--- config.mk ---
export PLATFORM = sky130hd
export DESIGN_NAME = phb_div
export DESIGN_NICKNAME = d
export VERILOG_FILES = /design/src/design/phb_div.sv
export SDC_FILE = /design/constraint.sdc
export NUM_CORES = 1
export LEC_CHECK = 0
export ABC_AREA = 0
export BUFFER_PORTS_ARGS = -buffer_cell sky130_fd_sc_hd__buf_2
export CAP_MARGIN = 10
export CORE_MARGIN = 2
export CORE_UTILIZATION = 46
export DETAILED_ROUTE_END_ITERATION = 8
export HOLD_SLACK_MARGIN = 0.03
export PLACE_DENSITY_LB_ADDON = 0.1
export SYNTH_ARGS = -nofsm -noshare
export SYNTH_HDL_FRONTEND = slang
export SYNTH_SLANG_ARGS = --single-unit
--- constraint.sdc ---
create_clock -name clk -period 2.5 [get_ports clk]
set_input_delay 0.125 -clock clk [delete_from_list [all_inputs] [get_ports clk]]
set_output_delay 0.125 -clock clk [all_outputs]
set_load 0.03 [all_outputs]
--- src/design/phb_div.sv ---
// Restoring radix-2 divider, 16-bit dividend by 10-bit divisor, one bit per cycle.
module phb_div (
    input  logic        clk,
    input  logic        rst_n,
    input  logic        start,
    input  logic [15:0] dividend,
    input  logic [9:0]  divisor,
    output logic        done,
    output logic [15:0] quotient
);

    logic [15:0] quo_reg;
    logic [9:0]  rem_reg;
    logic [9:0]  dvs_reg;
    logic [4:0]  step_reg;
    logic        done_reg;
    logic [10:0] shifted;
    logic [10:0] diff;
    logic        fits;

    // One trial subtraction per step.
    always_comb
    begin
        shifted = {rem_reg, quo_reg[15]};
        diff    = shifted - {1'b0, dvs_reg};
        fits    = shifted >= {1'b0, dvs_reg};
    end

    // Step counter and done pulse.
    always_ff @(posedge clk or negedge rst_n)
    begin
        if (!rst_n)
        begin
            step_reg <= 5'd0;
            done_reg <= 1'b0;
        end
        else if (start)
        begin
            step_reg <= 5'd16;
            done_reg <= 1'b0;
        end
        else
        begin
            done_reg <= step_reg == 5'd1;
            if (step_reg != 5'd0)
            begin
                step_reg <= step_reg - 5'd1;
            end
        end
    end

    // Partial remainder and quotient shift register.
    always_ff @(posedge clk)
    begin
        if (start)
        begin
            quo_reg <= dividend;
            rem_reg <= 10'd0;
            dvs_reg <= divisor;
        end
        else if (step_reg != 5'd0)
        begin
            quo_reg <= {quo_reg[14:0], fits};
            rem_reg <= fits ? diff[9:0] : shifted[9:0];
        end
    end

    assign done     = done_reg;
    assign quotient = quo_reg;

endmodule

==> Yosys cells after proc, flatten, opt, wreduce, memory -nomap -nowiden <==
Index checks and enable logic that the tools add are counted.
{ "totals": {"register_bits": 42, "word_cells": 17, "out_inout_bits": 17, "input_bits": 29} }
{ "op_classes": {"addsub": 2, "mux": 6, "n_reduce_logical": 2, "order_cmp": 1, "eq_ne": 1} }
{ "op_table": {"columns": ["operator", "count"], "rows": [
  ["two-way mux 16 bit", 2],
  ["greater-or-equal comparator 11 x 10 -> 1 bit", 1],
  ["two-way mux 10 bit", 1],
  ["two-way mux 5 bit", 2],
  ["subtractor 10 bit", 1],
  ["== test 5 x 1 -> 1 bit (second input constant)", 1],
  ["nonzero test 5 bit", 1],
  ["subtractor 5 x 1 -> 5 bit (second input constant)", 1],
  ["nonzero test 2 bit", 1],
  ["two-way mux 1 bit", 1]
]} }

==> Depth between registers and ports, before layout <==
{ "logic_depth": {"ltp_word": 3, "ltp_mapped": 9, "mapped_depth_nobuf": 9} }

==> Least setup slack after synthesis <==
Ideal clock, no wire load.
{ "synth_path": {"path_type": "reg2reg", "from": "register quo_reg[15] (netlist: quotient[15])", "to": "register quo_reg[0] (netlist: quotient[0]) (data pin)", "required_time_ns": 2.240, "stages_incl_launch_ff": 9, "setup_ns": 0.260, "n_path_buf": 1, "synth_period_minus_slack_ns": 2.231, "arrival_ns": 1.971, "path_slack_ns": 0.269, "cell_sequence": "edfxtp_1 > inv_1 > ha_1 > nand4_1 > nor3_1 > a2111oi_1 > o21ai_2 > buf_6 > mux2_2"} }
{ "synth_between": {"elab_chain_len": 3} }
{ "synth_lines": {"columns": ["item", "line", "text"], "rows": [
  ["start, declared", "12", "logic [15:0] quo_reg;"],
  ["start signal, assigned", "57", "quo_reg <= dividend;"],
  ["start signal, assigned", "63", "quo_reg <= {quo_reg[14:0], fits};"],
  ["greater-or-equal comparator 11 x 10 -> 1 bit", "26", "fits = shifted >= {1'b0, dvs_reg};"],
  ["two-way mux 16 bit", "61", "else if (step_reg != 5'd0)"],
  ["two-way mux 16 bit", "55", "if (start)"]
]} }
Every way passes these cells. The select of a mux whose other input is x is not followed.
A chain may end at the register's enable or synchronous reset.

==> Worst setup path after layout <==
{ "layout_path": {"from": "register dvs_reg[6]", "to": "register rem_reg[0]"} }
{ "layout_between": {"elab_chain_len": 2} }
{ "layout_lines": {"columns": ["item", "line", "text"], "rows": [
  ["start, declared", "14", "logic [9:0] dvs_reg;"],
  ["start signal, assigned", "59", "dvs_reg <= divisor;"],
  ["greater-or-equal comparator 11 x 10 -> 1 bit", "26", null],
  ["two-way mux 10 bit", "64", "rem_reg <= fits ? diff[9:0] : shifted[9:0];"],
  ["end signal, assigned", "64", null],
  ["end, declared", "13", "logic [9:0] rem_reg;"]
]} }
Every way passes these cells.

==> out/qor.txt <==
Asr flop ratio synth = 0.143
Crit path capture type = flip-flop
Total GRT Usage = 0.177
Antenna fix cells = 0
Drt wl/cell = 14.6 um
Slew @ Worst Pin = 0.666 ns
# rows = 25
Die X = 73.1 um
Fmax = 0.452 GHz
Gp weighted congestion = 0.844
CP max stage delay = 0.41 ns
Pins over their slew limit = 0
# IOs = 46
PortBufs = 45
Final count of hold timing violations = 0
Pwr dens = 1090 nW/um^2
Part of the Yosys area used for sequential elements = 0.516
Maximum fanout along the worst path = 13
Worst vdd ir = 0.000469 V
GRT Residual Overflow = 0
Number of synthesized flops with an enable pin = 26
Ys Warns = 0
Via/cell ratio = 5.41
Die area = 5340 um^2
Seq cells post-synth = 42
Post-route ant nets = 0
Max Cap Violations = 0
Synth Cell Area = 2190 um^2
Commonest cells after routing, fill and taps aside = buf_2 (45), edfxtp_1 (26), inv_1 (16), mux2_2 (16)
Sequential share of power = 0.377
Reg2Reg Depth = 8
Final clock skew = 0.00920 ns
Post-layout nets = 288
Psw = 1170 uW
First-pass GRT wire length = 7080 um
Antenna violations before repair = 0
Slew Limit Headroom = 0.556
Synthesized area per cell = 11.9 um^2
Outcome = finished, final reports clean
Post-DP HPWL = 3210 um
Min-Delay Startpoint = dividend[9]
Min Tclk post-route = 2.21 ns
Data required, critical path = 2.72 ns
Crit path max-delay family = compound AO/OA/AOI/OAI gates
Mapped Cells = 185
WHS Path Cells = 2
DRC = 0
Pint = 1750 uW
Area Growth Syn to Fin = 22.0%
Inserted Clock Buffers = 5
Vias in the first global route = 1564
Clock tree buffer depth = 2
Via count = 1624
Commonest non-fill, non-tap cell in the layout = buf_2
Crit path cell chain = inv_1 > ha_1 > o21ai_0 > a2bb2oi_2 > o31ai_4 > o21ai_4 > mux2_1 > o22ai_1
Final setup fails = 0
Origin of the critical flop-to-flop path = dvs_reg[6]
GRT busiest layer = met2
Initial DRC count = 52
Worst-Skew Late Latency = 0.29 ns
Prevailing post-synth register cell = edfxtp_1
Pleak = 0.00113 uW
Clk pwr share = 0.142
H-tree levels = 2
Routing usage on met1 = 0.207
CTS tree = built
DP Cell Count = 281
Reg clk slew, reported paths = 0.08 ns
Setup CP Type = reg2reg
Initial Util = 0.471
Origin of the worst setup path = dvs_reg[6]
Combinational Power Share = 0.481
Largest register FFs = 16
CP Depth = 8
Layout cells sized above 1 = 0.309
Critical-path top delay cell = o21ai_4
Switching share of power = 0.401
Root Driver = clkbuf_8
Drt pass-1 iters = 4
Post-CTS setup buffer count = 0
Met2 Use GR = 0.295
Clk sinks = 42
Final period util = 0.886
Finished Layout Cells = 300
Fill cells = 407
Largest net degree at the start of global routing = 32
Final TNS setup = 0 ns
Syn Nets = 228
GR Util met3 = 0.0539
Total core area = 4660 um^2
Die Ht = 73.1 um
WL final = 4390 um
RSZ-0062 raised after global routing = false
CP Data Arrival Time = 2.43 ns
Startpoint types = flip-flop
Yosys cell types = 49
Buf/Inv on CP = 1
Worst hold path type = in2reg
Total Power = 2920 uW
==> cell families (layout without fill, tap and decap cells) <==
kind of cell    count (synthesis)  after routing  synth area share
xor+xnor                        4              4            0.0160
flops                          42             42             0.516
mux                            24             24             0.119
compound gates                 40             40             0.136
fa+ha+maj                      14             14            0.0833
simple gates                   41             41            0.0924
buf+inv                        20             81            0.0377
==> per-stage QoR <==
step | area, um^2 | setup WS, ns | hold slack, ns | utilization
floorplan | 2190 | 0.269 | -0.171 | -
detailed placement | 2470 | 0.113 | -0.0424 | 0.530
global placement | 2470 | 0.171 | -0.0473 | 0.530
CTS | 2660 | 0.111 | 0.127 | 0.571
finish | 2680 | 0.285 | 0.133 | 0.574
global route | 2680 | 0.135 | 0.120 | 0.574
==> power groups by stage <==
| stage | Clock [uW] | Sequential, uW | Combinational [uW] |
|---|---|---|---|
| floorplan | 0 | 1230 | 955 |
| CTS | 429 | 1100 | 1380 |
| global placement | 0 | 1100 | 1330 |
| global route | 454 | 1120 | 1540 |
| finish | 415 | 1100 | 1400 |
| detailed placement | 0 | 1110 | 1360 |
==> worst paths after layout <==
| kind | to | slack (ns) |
|---|---|---|
| setup / recovery | rem_reg[0] | 0.29 |
| hold / removal | quotient[9] | 0.13 |
| setup reg to reg | rem_reg[0] | 0.29 |
| hold reg to reg | rem_reg[7] | 0.48 |
| max in group asynchronous | step_reg[0] | 2.17 |
| min in group asynchronous | step_reg[2] | 0.17 |
==> synthesized netlist by cell type (2+ instances only) <==
cell      instances  area [um^2]
dfxtp_1          10          200
nor2_1            7         26.3
a21boi_0          2         15.0
inv_1            16         60.1
mux2_2           16          180
mux2i_1           7         70.1
ha_1             13          163
and2_1            2         12.5
nor3_1            6         30.0
o21ai_0           6         30.0
edfxtp_1         26          781
nand2_1          13         48.8
clkbuf_1          2         7.51
o21ai_1           7         35.0
dfrtp_1           6          150
xnor2_1           3         26.3
o21a_1            2         15.0
o22ai_1           2         12.5
nand2b_1          3         18.8
a21oi_1           5         25.0
nor2b_1           3         18.8
==> routing by layer <==
| metal | up-vias | wire length, um |
|---|---|---|
| met4 | 0 | 93 |
| met3 | 11 | 251 |
| met2 | 48 | 2210 |
| li1 | 792 | - |
| met5 | - | 0 |
| met1 | 773 | 1830 |
==> final cells by class <==
| cell class | count | area [um^2] | area share |
|---|---|---|---|
| Tap cell | 54 | 67.6 | 0.0253 |
| Multi-Input combinational cell | 123 | 992 | 0.371 |
| Clock inverter | 2 | 8.76 | 0.00327 |
| Clock buffer | 6 | 72.6 | 0.0271 |
| Inverter | 16 | 60.1 | 0.0225 |
| Sequential cell | 42 | 1130 | 0.423 |
| Timing Repair Buffer | 57 | 343 | 0.128 |
==> what timing repair did <==
item                                    in CTS  in global routing
endpoints found under the setup margin       0                  4
hold buffers                                11                  0
endpoints found under the hold margin       16                  0
gates resized for setup                      0                  2
No activity file was read; power rests on OpenSTA's default activity.
